===== config.mk =====
export PLATFORM = sky130hd
export DESIGN_NAME = hufd_fifo
export DESIGN_NICKNAME = d
export VERILOG_FILES = /design/src/sv/hufd_pkg.sv /design/src/sv/hufd_fifo.sv
export SDC_FILE = /design/constraint.sdc
export NUM_CORES = 1
export LEC_CHECK = 0
export ABC_AREA = 1
export BUFFER_PORTS_ARGS = -buffer_cell sky130_fd_sc_hd__buf_2
export CORE_MARGIN = 5
export CORE_UTILIZATION = 40
export CTS_CLUSTER_DIAMETER = 120
export DETAILED_ROUTE_END_ITERATION = 16
export GPL_TIMING_DRIVEN = 0
export PLACE_DENSITY_LB_ADDON = 0.12
export SLEW_MARGIN = 20
export SYNTH_ARGS = -nofsm -noshare
export SYNTH_HDL_FRONTEND = slang
export SYNTH_SLANG_ARGS = --single-unit
export TNS_END_PERCENT = 50

===== constraint.sdc =====
create_clock -name clk -period 3.56 [get_ports clk]
set_input_delay 0.712 -clock clk [delete_from_list [all_inputs] [get_ports clk]]
set_output_delay 0.712 -clock clk [all_outputs]
set_load 0.02 [all_outputs]

===== src/sv/hufd_pkg.sv =====
`timescale 1ns / 1ps

package hufd_pkg;

    // field widths
    localparam int IDX_W          = 9;
    localparam int SYM_W          = 8;
    localparam int BITS_PER_BYTE  = 8;
    localparam int BIT_CNT_W      = $clog2(BITS_PER_BYTE + 1);

    // stream payload widths
    localparam int S_TDATA_W      = 48;
    localparam int M_TDATA_W      = SYM_W;

    // defaults and queue sizing
    localparam int NODE_COUNT_DEF = 512;
    localparam int QUEUE_DEPTH    = 4;

    typedef logic [IDX_W-1:0] idx_t;
    typedef logic [SYM_W-1:0] sym_t;

    // child marker for a missing branch
    localparam idx_t NO_CHILD   = '1;
    localparam idx_t ROOT_RESET = 9'd510;

    // one tree node, packed as left, right, leaf flag, symbol from the top bit down
    typedef struct packed {
        idx_t left;
        idx_t right;
        logic leaf;
        sym_t symbol;
    } node_entry_t;

    typedef enum logic {
        OP_NODE_WRITE = 1'b0,
        OP_DECODE     = 1'b1
    } op_t;

    // classified command passed from front to back
    typedef struct packed {
        op_t         op;
        idx_t        node_index;
        node_entry_t entry;
        sym_t        code_byte;
    } queue_item_t;

    // one decoded result before the last flag is known
    typedef struct packed {
        logic valid;
        sym_t symbol;
        logic error;
    } result_t;

    typedef enum logic [2:0] {
        BK_IDLE,
        BK_REFRESH_RD,
        BK_REFRESH_LD,
        BK_DECODE,
        BK_FLUSH
    } back_state_t;

endpackage


===== src/sv/hufd_fifo.sv =====
`timescale 1ns / 1ps

module hufd_fifo (
    input  logic                  clk,
    input  logic                  rst_n,
    input  logic                  push_valid,
    output logic                  push_ready,
    input  hufd_pkg::queue_item_t push_item,
    output logic                  pop_valid,
    input  logic                  pop_ready,
    output hufd_pkg::queue_item_t pop_item
);
    import hufd_pkg::*;

    localparam int PTR_W = $clog2(QUEUE_DEPTH);

    queue_item_t        slot_reg [QUEUE_DEPTH];
    logic [PTR_W-1:0]   wr_ptr_reg;
    logic [PTR_W-1:0]   wr_ptr_next;
    logic [PTR_W-1:0]   rd_ptr_reg;
    logic [PTR_W-1:0]   rd_ptr_next;
    logic [PTR_W:0]     count_reg;
    logic [PTR_W:0]     count_next;
    logic               do_push;
    logic               do_pop;

    assign push_ready = (count_reg != (PTR_W + 1)'(QUEUE_DEPTH));
    assign pop_valid  = (count_reg != '0);
    assign do_push    = push_valid && push_ready;
    assign do_pop     = pop_valid && pop_ready;
    assign pop_item   = slot_reg[rd_ptr_reg];

    // pointer and fill count update
    always_comb
    begin
        wr_ptr_next = do_push ? wr_ptr_reg + 1'b1 : wr_ptr_reg;
        rd_ptr_next = do_pop ? rd_ptr_reg + 1'b1 : rd_ptr_reg;
        count_next  = count_reg;
        if (do_push && !do_pop)
        begin
            count_next = count_reg + 1'b1;
        end
        else if (do_pop && !do_push)
        begin
            count_next = count_reg - 1'b1;
        end
    end

    always_ff @(posedge clk or negedge rst_n)
    begin
        if (!rst_n)
        begin
            wr_ptr_reg <= '0;
            rd_ptr_reg <= '0;
            count_reg  <= '0;
        end
        else
        begin
            wr_ptr_reg <= wr_ptr_next;
            rd_ptr_reg <= rd_ptr_next;
            count_reg  <= count_next;
        end
    end

    // queue storage
    always_ff @(posedge clk)
    begin
        if (do_push)
        begin
            slot_reg[wr_ptr_reg] <= push_item;
        end
    end

endmodule


==> metrics.md <==
| Metric | Value |
|---|---|
| Cell with the most instances after synthesis | edfxtp_1 |
| Mapped Avg Cell Area | 13.0 µm² |
| Combinational share of power | 0.400 |
| Final net count | around 760 |
| CP endpoint kind | primary output |
| Synth async-reset ratio | 0.0374 |
| # diodes | 0 |
| Relative slew slack | 0.566 |
| Finished Core Util | 0.490 |
| WP data arrival | approximately 2100 ps |
| Net switching power figure | between 0.003 and 0.004 W |
| Synth Warn # | 0 |
| GRT Resource Usage Total | 0.162 |
| Pin count of the biggest net entering global routing | 21 |
| Core area | ~19,000 µm² |
| Worst hold margin | between 100 and 150 ps |
| Worst Max-Slew Pin Slew | 651 ps |
| Slowest CP cell | clkbuf_1 |
| Gates resized, CTS repair | 0 |
| Routed wire length | 17,200 µm |
| DR pass1 iterations | 4 |
| H-tree depth | 4 |
| Slowest stage delay, CP | 540 ps |
| Post-Syn Area | roughly 7600 µm² |
| Most frequent cells after synthesis | edfxtp_1 (180), nand2_1 (152), inv_1 (103) |
| Clock buffer depth | 2 |
| Clock share of power | 0.224 |
| Initial antenna violation count | 2 |
| VDD IR max | just under 0.5 mV |
| Post-synthesis sequential area ratio | 0.738 |
| Max FFs per register | 180 |
| Worst-Skew Late Latency | roughly 420 ps |
| Clk slew on worst S/H paths | 60 ps |
| Switching Fraction | 0.383 |
| Final Hold Vio Count | 0 |
| Max frequency | about 360 MHz |
| GP Congestion | between 0.7 and 0.8 |
| Synth area leaders | edfxtp_1 (71%), o211ai_1 (8.9%), nand2_1 (7.5%), inv_1 (5.1%), dfrtp_1 (2.3%) |
| WP buf/inv | 3 |
| Die X | ~150 µm |
| CP Data Required Time | roughly 2900 ps |
| Die Y | between 100 and 150 µm |
| First-pass GRT wire length | between 20,000 and 30,000 µm |
| Routed wire per std cell | around 18 µm |
| Status | completed |
| Minimum clock period | 2780 ps |
| Final routed DRC violation total | 0 |
| CTS Sinks | 187 |
| Final period util | 0.780 |
| CTS buffer count | 17 |
| Initial Utilization | 0.406 |
| Worst-path fanout max | 10 |
| Worst-path cell chain | inv_2 -> clkbuf_1 -> nand2_1 -> o211ai_1 -> nand2_1 -> buf_2 |
| HP Class | primary input to asynchronous set/reset pin |
| Synth top area share | 0.715 |
| Area Overhead vs Synth | 20.8% |
| Seq cells post-synth | 187 |
| Max Slew Vio Count | 0 |
| Routed vias/inst | 4.83 |
| Share of cells above drive strength 1 | 0.216 |
| CTS tree | yes |
| DR vias | around 4,600 |
| Post-CTS Setup Inserts | 0 |
| Setup violators final | 0 |
| Top cell type by total area after synthesis | edfxtp_1 |
| EDFF count, synth | between 150 and 200 |
| Antenna Nets Post-Route | 0 |
| Max Cap Viol | 0 |
| Die ar. | 21,800 µm² |
| Iteration-0 DRC count of the detailed router | roughly 220 |
| IO Pins | 96 |
| RSZ-0062 raised after global routing | no |
| # port buffers | between 90 and 100 |
| Crit path kind | register to primary output |
| Mapped Nets | roughly 640 |
| Setup TNS | 0 ps |
| Ys flop type | edfxtp_1 |
| Vias in the first global route | 4,725 |
| Internal power | just under 0.005 W |
| Synth cell types | 17 |
| Startpoint Class | register |
| Sequential share of power | 0.375 |
| Hold-fix buffer count after cts | 0 |
| PwrDens | 877 nW/µm² |
| Rows | 50 |
| Syn Inst Count | 583 |
| Leakage | 3.73 nW |
| HPWL Detailed | approximately 11,000 µm |
| Most frequent CP cell | nand2_1 |
| Root Driver | clkbuf_16 |
| Gr ovfl total | 0 |
| Largest delay contributor family on the critical path | buffers and inverters |
| Clock skew | 11.3 ps |
==> final cells by class <==
| cell class | instances | area (µm²) |
|---|---|---|
| clock buffers | 20 | 437 |
| inverters | 106 | 398 |
| plain buffers | 28 | 188 |
| clock inverters | 12 | 124 |
| repair buffers | 104 | 688 |
| fillers | 1688 | 9510 |
| flip-flops and latches | 187 | 5580 |
| well taps | 234 | 293 |
| multi-input cells | 262 | 1430 |
==> worst reg2reg max path, cell delays in order, from the launching register on <==
cell	delay [ps]
dfrtp_1	440
inv_2	80
nand3_1	130
nand2_1	380
inv_1	100
ha_1	220
inv_1	90
fa_1	420
nand2_1	80
o21ai_0	70
==> power groups by stage <==
stage / Clock, W / Sequential [W] / Combinational, W
final: 0.00180 / 0.00301 / 0.00321
after detailed placement: 0 / 0.00306 / 0.00329
after global placement: 0 / 0.00310 / 0.00305
after global routing: 0.00194 / 0.00304 / 0.00355
after floorplan: 0 / 0.00306 / 0.00198
after CTS: 0.00184 / 0.00301 / 0.00330
==> through the flow <==
stage               power [W]  area, µm²  instances  setup WS, ps
floorplan             0.00504       7560        583           299
CTS                   0.00814       9140        953           732
global route          0.00854       9140        953           576
global placement      0.00615       8330        912         -1660
detailed placement    0.00634       8580        921          1210
finish                0.00802       9140        953           782
==> metal layers <==
layer	share of wire	vias to the layer above	track usage
met5	0.0012	-	0
met4	0.0082	4	0.0373
met3	0.047	12	0.0441
met2	0.50	99	0.279
met1	0.44	2215	0.204
li1	-	2269	-
==> placed cells by master, fill, tap and decap left out, drive strengths merged <==
cell,Yosys,final
nand3,7,7
buf,19,123
o211ai,90,90
ha,5,5
clkbuf,9,29
bufinv,0,2
clkinv,0,9
xnor2,1,1
nand4,1,1
inv,106,107
nand2,152,152
nor2,4,4
dfrtp,7,7
o21ai,1,1
edfxtp,180,180
fa,1,1
==> final timing paths <==
| kind | slack [ps] | cells past startpoint | to | start |
|---|---|---|---|---|
| max in group asynchronous | 3270 | 1 | rd_ptr_reg[0] | rst_n |
| setup / recovery | 780 | 6 | pop_item[25] | rd_ptr_reg[0] |
| hold / removal | 120 | 1 | count_reg[2] | rst_n |
| hold reg to reg | 500 | 2 | count_reg[2] | count_reg[2] |
| setup reg to reg | 1450 | 9 | count_reg[1] | count_reg[0] |
| min in group clk | 500 | 2 | count_reg[2] | count_reg[2] |
==> cell families (layout without fill, tap and decap cells) <==
logic type	count (synthesis)	in the layout	share of synthesized area
adder cells (fa/ha/maj)	6	6	0.0109
flip-flops	187	187	0.738
buffers and inverters	134	270	0.0774
AO/OA/AOI/OAI	91	91	0.0900
AND/OR/NAND/NOR	164	164	0.0829
XOR/XNOR	1	1	0.00116
(Power assumes the default switching activity.)
