`src/sv/hufd_pkg.sv`:
```
`timescale 1ns / 1ps

package hufd_pkg;

    // field widths
    localparam int IDX_W          = 9;
    localparam int SYM_W          = 8;
    localparam int BITS_PER_BYTE  = 8;
    localparam int BIT_CNT_W      = $clog2(BITS_PER_BYTE + 1);

    // stream payload widths
    localparam int S_TDATA_W      = 48;
    localparam int M_TDATA_W      = SYM_W;

    // defaults and queue sizing
    localparam int NODE_COUNT_DEF = 512;
    localparam int QUEUE_DEPTH    = 4;

    typedef logic [IDX_W-1:0] idx_t;
    typedef logic [SYM_W-1:0] sym_t;

    // child marker for a missing branch
    localparam idx_t NO_CHILD   = '1;
    localparam idx_t ROOT_RESET = 9'd510;

    // one tree node, packed as left, right, leaf flag, symbol from the top bit down
    typedef struct packed {
        idx_t left;
        idx_t right;
        logic leaf;
        sym_t symbol;
    } node_entry_t;

    typedef enum logic {
        OP_NODE_WRITE = 1'b0,
        OP_DECODE     = 1'b1
    } op_t;

    // classified command passed from front to back
    typedef struct packed {
        op_t         op;
        idx_t        node_index;
        node_entry_t entry;
        sym_t        code_byte;
    } queue_item_t;

    // one decoded result before the last flag is known
    typedef struct packed {
        logic valid;
        sym_t symbol;
        logic error;
    } result_t;

    typedef enum logic [2:0] {
        BK_IDLE,
        BK_REFRESH_RD,
        BK_REFRESH_LD,
        BK_DECODE,
        BK_FLUSH
    } back_state_t;

endpackage

```
`src/sv/hufd_front.sv`:
```
`timescale 1ns / 1ps

module hufd_front #(
    parameter int NODE_COUNT = hufd_pkg::NODE_COUNT_DEF
) (
    input  logic                           clk,
    input  logic                           rst_n,
    input  logic                           s_tvalid,
    output logic                           s_tready,
    input  logic [hufd_pkg::S_TDATA_W-1:0] s_tdata,
    input  logic                           s_tuser,
    output logic                           q_valid,
    input  logic                           q_ready,
    output hufd_pkg::queue_item_t          q_item
);
    import hufd_pkg::*;

    logic        hold_valid_reg;
    logic        hold_valid_next;
    queue_item_t item_reg;
    queue_item_t item_next;
    queue_item_t item_in;
    logic        in_range;
    logic        keep;
    logic        accept;

    // unpack the input item
    always_comb
    begin
        item_in.op           = op_t'(s_tuser);
        item_in.node_index   = s_tdata[8:0];
        item_in.entry.left   = s_tdata[17:9];
        item_in.entry.right  = s_tdata[26:18];
        item_in.entry.leaf   = s_tdata[27];
        item_in.entry.symbol = s_tdata[35:28];
        item_in.code_byte    = s_tdata[43:36];
    end

    // node writes outside the table are dropped here
    assign in_range = ({23'd0, item_in.node_index} < 32'(NODE_COUNT));
    assign keep     = (item_in.op == OP_DECODE) || in_range;

    assign s_tready = !hold_valid_reg || q_ready;
    assign accept   = s_tvalid && s_tready;

    // input stage next values
    always_comb
    begin
        hold_valid_next = hold_valid_reg;
        item_next       = item_reg;
        if (accept)
        begin
            hold_valid_next = keep;
            item_next       = item_in;
        end
        else if (q_ready)
        begin
            hold_valid_next = 1'b0;
        end
    end

    always_ff @(posedge clk or negedge rst_n)
    begin
        if (!rst_n)
        begin
            hold_valid_reg <= 1'b0;
        end
        else
        begin
            hold_valid_reg <= hold_valid_next;
        end
    end

    always_ff @(posedge clk)
    begin
        item_reg <= item_next;
    end

    assign q_valid = hold_valid_reg;
    assign q_item  = item_reg;

endmodule

```
`config.mk`:
```
export PLATFORM = sky130hd
export DESIGN_NAME = hufd_front
export DESIGN_NICKNAME = d
export VERILOG_FILES = /design/src/sv/hufd_pkg.sv /design/src/sv/hufd_front.sv
export SDC_FILE = /design/constraint.sdc
export NUM_CORES = 1
export LEC_CHECK = 0
export BUFFER_PORTS_ARGS = -buffer_cell sky130_fd_sc_hd__buf_2
export CELL_PAD_IN_SITES_DETAIL_PLACEMENT = 0
export CELL_PAD_IN_SITES_GLOBAL_PLACEMENT = 1
export CORE_MARGIN = 8
export CORE_UTILIZATION = 33
export CTS_BUF_LIST = sky130_fd_sc_hd__clkbuf_4 sky130_fd_sc_hd__clkbuf_8
export DETAILED_ROUTE_END_ITERATION = 8
export GPL_ROUTABILITY_DRIVEN = 0
export HOLD_SLACK_MARGIN = 0.05
export MAX_ROUTING_LAYER = met4
export PLACE_DENSITY_LB_ADDON = 0.1
export SETUP_SLACK_MARGIN = 0.05
export SYNTH_ARGS = -nofsm -noshare
export SYNTH_HDL_FRONTEND = slang
export SYNTH_SLANG_ARGS = --single-unit
```
`constraint.sdc`:
```
create_clock -name clk -period 1.6 [get_ports clk]
set_clock_uncertainty 0.05 [all_clocks]
set_input_delay 0.32 -clock clk [delete_from_list [all_inputs] [get_ports clk]]
set_output_delay 0.32 -clock clk [all_outputs]
set_load 0.03 [all_outputs]
```
==> qor.yml, run 1 <==
outcome:
  status: "finished, final reports clean"
setup_path:
  cp-start-kind: "register"
  timing.rr.end: "q_item[35]"
  end_kind: "primary output"
  slowest_stage: "dfrtp_1"
  worst-path-max-fanout: 3
  worst-path-stages: 2
  worstSetupEndpoint: "s_tready"
  path_cells: "nand2b_4 > buf_2"
  cp-startpoint: "q_valid"
  cp_top_family: "flip-flops"
  reg2reg_depth: 3
  cp_num_buf_inv: 1
  ff2ff_setup_slack_ns: 0.35
  rr_startpoint: "q_valid"
  max_stage_delay_ns: 0.41
  cp_data_required_time_ns: 1.23
  arrival_ns: 0.97
  critical_path_class: "register to primary output"
finish:
  fin_cells: 204
  diodes: 0
  areaGrowthSynthToFinish_pct: 46.5
  nets: 206
  register_area_sq_mm: 0.00138
  multi_input_area_sq_um: 28.8
  final_cell_area_sq_mm: 0.00206
  fillers: 370
  drive_above_1_share_pct: 68.2
route:
  drt-initial-drc-count: 43
  ant_nets: 0
  routed-via-count: 828
  drtPass1Iterations: 2
  wire_per_inst_microns: 16.4
  drc: 0
  viasPerCell: 4.06
  drt_wl_total_microns: 3340
global_routing:
  grt_max_degree: 46
  grt_pass1_vias: 928
  grt-ovfl-total: 0
  gr-usage-all-layers_pct: 10.4
  grt_antenna_before_repair: 0
  grt_pass1_wl_microns: 4860
power:
  p_leak_nw: 0.887
  power.density_mw_per_mm2: 1150
  finalPower_w: 0.00237
  ir_drop_mv: 0.576
timing:
  rsz0062_at_grt: "no"
  tightest_slew_ns: 0.236
  fmax_mhz: 745
  setup_tns_ns: 0
  maxSlewViolCount: 0
  hold_violations: 0
  slew_headroom_pct: 84.3
  period_share_pct: 83.9
  finalSetupViolCount: 0
  layout_setup_ws_ns: 0.258
  min_period_ns: 1.34
cts:
  cts_tree: "built"
  cts_buffers: 5
  clk_latency_ns: 0.28
  cts.path.max_buffers: 2
  clock-sinks: 46
  h-tree-depth: 2
  clk_pin_slew_ns: 0.08
  post_cts_resized: 0
  post_cts_buffers: 0
  root_buffer: "clkbuf_8"
flow_run:
  drv_cap: 0
placed_design:
  dp_cells: 195
  place_area_sq_mm: 0.00196
  port_buffers: 95
  dp_worst_setup_slack_ns: 0.308
floorplan:
  core_area_sq_mm: 0.00406
  io_pins: 100
  die_w_microns: 81.3
  rows: 23
  initial_utilization_pct: 34.6
  die_h_microns: 81.3
  die_area_sq_mm: 0.00660
synthesis:
  postSynthCellCount: 49
  ys_seq_elements: 46
  synth.cell_area_sq_mm: 0.00141
  syn-num-nets: 102
  ys_warn_count: 0
  yosysSeqAreaShare_pct: 98.0
  avgSynthCellArea_sq_um: 28.7
  yosysUniqueCellTypes: 5
min_path:
  hold_path.class: "input port to register"
  hold-path-cell-count: 1
## stage by stage
stage | hold slack [ns] | util, %
2_1_floorplan | -0.0256 | -
3_3_place_gp | 0.0462 | 48.4
3_5_place_dp | 0.0457 | 48.4
4_1_cts | 0.144 | 50.7
5_1_grt | 0.137 | 50.7
6_report | 0.153 | 50.7
## kinds of logic after synthesis
| family | count (synthesis) | synth area share, % |
|---|---|---|
| flops | 46 | 98.0 |
| simple gates | 3 | 2.05 |
## cells in the mapped netlist
cell type | number | share of area [%]
and2_4 | 1 | 0.62
edfxtp_1 | 45 | 96
nand2b_1 | 1 | 0.45
dfrtp_1 | 1 | 1.8
nand2b_4 | 1 | 0.98
## power breakdown
| part | leakage (nW) | total (W) | internal, W | switching [W] |
|---|---|---|---|---|
| Sequential | 0.439 | 0.00142 | 0.00140 | 0.0000152 |
| Combinational | 0.402 | 0.000299 | 0.0000958 | 0.000203 |
| Clock | 0.0460 | 0.000660 | 0.000317 | 0.000343 |
| Total | 0.887 | 0.00237 | 0.00181 | 0.000561 |
## state kept, by name (all words and copies together), names as in the netlist
signal,cells
q_item,45
q_valid,1
## repair_timing
action,in CTS,in global routing
setup endpoints to repair,0,0
hold buffers,1,0
hold endpoints to repair,1,0
## how the worst min path moves through the flow
stage,start,to,slack (ns)
final,s_tdata[1],q_item[36],0.15
after global routing,s_tdata[42],q_item[6],0.14
after floorplan,rst_n,q_valid,-0.03
after global placement,rst_n,q_valid,0.05
after CTS,s_tdata[1],q_item[36],0.14
after detailed placement,rst_n,q_valid,0.05
## layer usage
metal  global-route usage (%)  wire length [microns]
met1                     10.6                   1210
met4                     3.21                     15
met5                        -                      0
met3                     4.75                    384
met2                     17.6                   1730
## cell type report
class / instances / share of cell area, %
Clock buffer: 6 / 3.71
Sequential cell: 46 / 66.9
Timing Repair Buffer: 97 / 24.6
Multi-Input combinational cell: 3 / 1.40
Clock inverter: 2 / 0.426
Tap cell: 50 / 3.04
## layout by cell type (no fill, tap or decap)
cell            n
and2_4          1
buf_12          1
buf_2          95
clkbuf_4        1
clkbuf_8        5
clkinv_1        1
clkinv_2        1
dfrtp_1         1
dlygate4sd3_1   1
edfxtp_1       45
nand2b_1        1
nand2b_4        1
Note: power is estimated with default switching activity, not from simulation.
==> run 2, diff against run 1 <==
==> constraint.sdc (replaced) <==
create_clock -name clk -period 1.3 [get_ports clk]
set_clock_uncertainty 0.05 [all_clocks]
set_input_delay 0.26 -clock clk [delete_from_list [all_inputs] [get_ports clk]]
set_output_delay 0.26 -clock clk [all_outputs]
set_load 0.03 [all_outputs]
==> run 2 against run 1 <==
Compared with the run above:
- sequential share of layout area shrank 1.1 points
- worst hold slack lost 0.060 ns
- sequential power grew 23%
- setup slack lost 0.19 ns
- register-to-register slack lost 0.25 ns
- cell count grew 0.98%
- largest power group unchanged
- largest cell class unchanged
- core utilization grew 0.86 points
==> qor.yml, run 2 (synthesis gave the netlist of run 1 again) <==
setup_path:
  cp-start-kind: "register"  # unchanged
  cp_num_buf_inv: 1  # unchanged
  arrival_ns: 0.92  # was 0.97 ns
  path_cells: "nand2b_4 > buf_6"  # was nand2b_4 > buf_2
  end_kind: "primary output"  # unchanged
  cp_top_family: "flip-flops"  # unchanged
  critical_path_class: "register to primary output"  # unchanged
  cp_data_required_time_ns: 0.99  # was 1.23 ns
  slowest_stage: "dfrtp_2"  # was dfrtp_1
  worst-path-max-fanout: 3  # unchanged
  max_stage_delay_ns: 0.43  # was 0.41 ns
finish:
  final_cell_mix: "buf_2, edfxtp_1, clkbuf_8"  # unchanged
  largest_reg_flops: 45  # unchanged
  drive_above_1_share_pct: 69.2  # was 68.2%
  fillers: 365  # was 370
  final_common_cell: "buf_2"  # unchanged
  areaGrowthSynthToFinish_pct: 49.0  # was 46.5%
  fin_cells: 206  # was 204
  multi_input_area_sq_um: 28.8  # unchanged
  nets: 208  # was 206
  register_area_sq_mm: 0.00138  # about the same
  diodes: 0  # unchanged
outcome:
  status: "finished, final reports clean"  # unchanged
global_routing:
  gr-usage-all-layers_pct: 9.93  # was 10.4%
  grt_pass1_wl_microns: 4690  # was 4860 microns
  grt_antenna_before_repair: 0  # unchanged
  grt_max_degree: 26  # was 46
  grt_pass1_vias: 951  # was 928
  grt-ovfl-total: 0  # unchanged
cts:
  cts_tree: "built"  # unchanged
  cts.path.max_buffers: 2  # unchanged
  h-tree-depth: 2  # unchanged
  clk_latency_ns: 0.29  # was 0.28 ns
  cts_buffers: 5  # unchanged
  clock-sinks: 46  # unchanged
  clk_pin_slew_ns: 0.08  # about the same
  root_buffer: "clkbuf_8"  # unchanged
timing:
  finalSetupViolCount: 0  # unchanged
  tightest_slew_ns: 0.172  # was 0.236 ns
  hold_violations: 0  # unchanged
  slew_headroom_pct: 88.6  # was 84.3%
  period_share_pct: 94.4
  layout_setup_ws_ns: 0.0724  # was 0.258 ns
  min_period_ns: 1.23
  maxSlewViolCount: 0  # unchanged
  whs_ns: 0.0928  # was 0.153 ns
  rsz0062_at_grt: "yes"  # was no
  fmax_mhz: 815
route:
  wl_met2_microns: 1670  # was 1730 microns
  drt-initial-drc-count: 84  # was 43
  highest_layer: "met4"  # unchanged
  ant_nets: 0  # unchanged
  dr_wl_met3_microns: 381  # was 384 microns
  m1WireLength_microns: 1130  # was 1210 microns
  wire_per_inst_microns: 15.6  # was 16.4 microns
  drc: 0  # unchanged
  drt_wl_total_microns: 3220  # was 3340 microns
  drtPass1Iterations: 3  # was 2
  routed-via-count: 860  # was 828
  viasPerCell: 4.17  # was 4.06
floorplan:
  io_pins: 100  # unchanged
  initial_utilization_pct: 34.6  # unchanged
  die_area_sq_mm: 0.00660  # unchanged
  die_h_microns: 81.3  # unchanged
  core_area_sq_mm: 0.00406  # unchanged
  rows: 23  # unchanged
  die_w_microns: 81.3  # unchanged
placed_design:
  port_buffers: 95  # unchanged
  dp_worst_setup_slack_ns: 0.109  # was 0.308 ns
  dp_cells: 196  # was 195
min_path:
  hold_path.class: "input port to register"  # unchanged
flow_run:
  drv_cap: 0  # unchanged
power:
  p_leak_nw: 0.903  # was 0.887 nW
  ir_drop_mv: 0.813  # was 0.576 mV
  power.density_mw_per_mm2: 1400  # was 1150 mW/mm^2
  finalPower_w: 0.00294  # was 0.00237 W
## run 2: cell count changes in the layout (fill, tap and decap cells not counted)
cell     before  now
buf_2        95   94
dfrtp_2       0    1
buf_4         0    1
buf_6         0    1
buf_12        1    2
dfrtp_1       1    0
## run 2: power by group
group	total [W]	switching (W)	internal [W]
registers	0.00174	0.0000179	0.00172
clock network	0.000814	0.000424	0.000390
logic	0.000380	0.000249	0.000131
total	0.00294	0.000691	0.00225
## run 2: through the flow
step | instance area, sq um | util [%] | TNS [ns]
CTS | 2090 | 51.4 | 0
floorplan | 1410 | - | -8.15
global placement | 1980 | 48.9 | 0
finish | 2090 | 51.6 | 0
detailed placement | 1980 | 48.9 | 0
global route | 2090 | 51.6 | 0
## run 2: final cells by class
| type | count | share of cell area [%] |
|---|---|---|
| flip-flops and latches | 46 | 65.8 |
| repair buffers | 99 | 25.8 |
| clock buffers | 6 | 3.65 |
| well taps | 50 | 2.99 |
| multi-input cells | 3 | 1.37 |
| clock inverters | 2 | 0.418 |
## run 2: worst register-to-register path, stage by stage, from the launching register on
cell	delay, ns
dfrtp_2	0.43
nand2b_4	0.08
and2_4	0.17
buf_12	0.18
## run 2: per-layer routing
metal | GRT usage (%) | up-vias
met3 | 4.97 | 4
met2 | 16.8 | 54
li1 | - | 405
met1 | 9.67 | 397
met5 | - | -
met4 | 3.21 | 0
## run 2: final timing paths
check / from / end / cells after the start / slack [ns]
min in group asynchronous: rst_n / q_valid / 2 / 0.23
max in group asynchronous: rst_n / q_valid / 2 / 0.88
setup / recovery: q_valid / s_tready / 2 / 0.07
hold / removal: s_tdata[21] / q_item[20] / 1 / 0.09
hold reg to reg: q_valid / q_valid / 3 / 0.61
setup reg to reg: q_valid / q_item[17] / 3 / 0.10
## run 2: timing repair
item | 4_1_cts | 5_1_grt
resized for setup | 2 | 0
endpoints found under the hold margin | 1 | 0
hold buffers | 1 | 0
setup endpoints to repair | 1 | 1
buffers inserted | 0 | 1
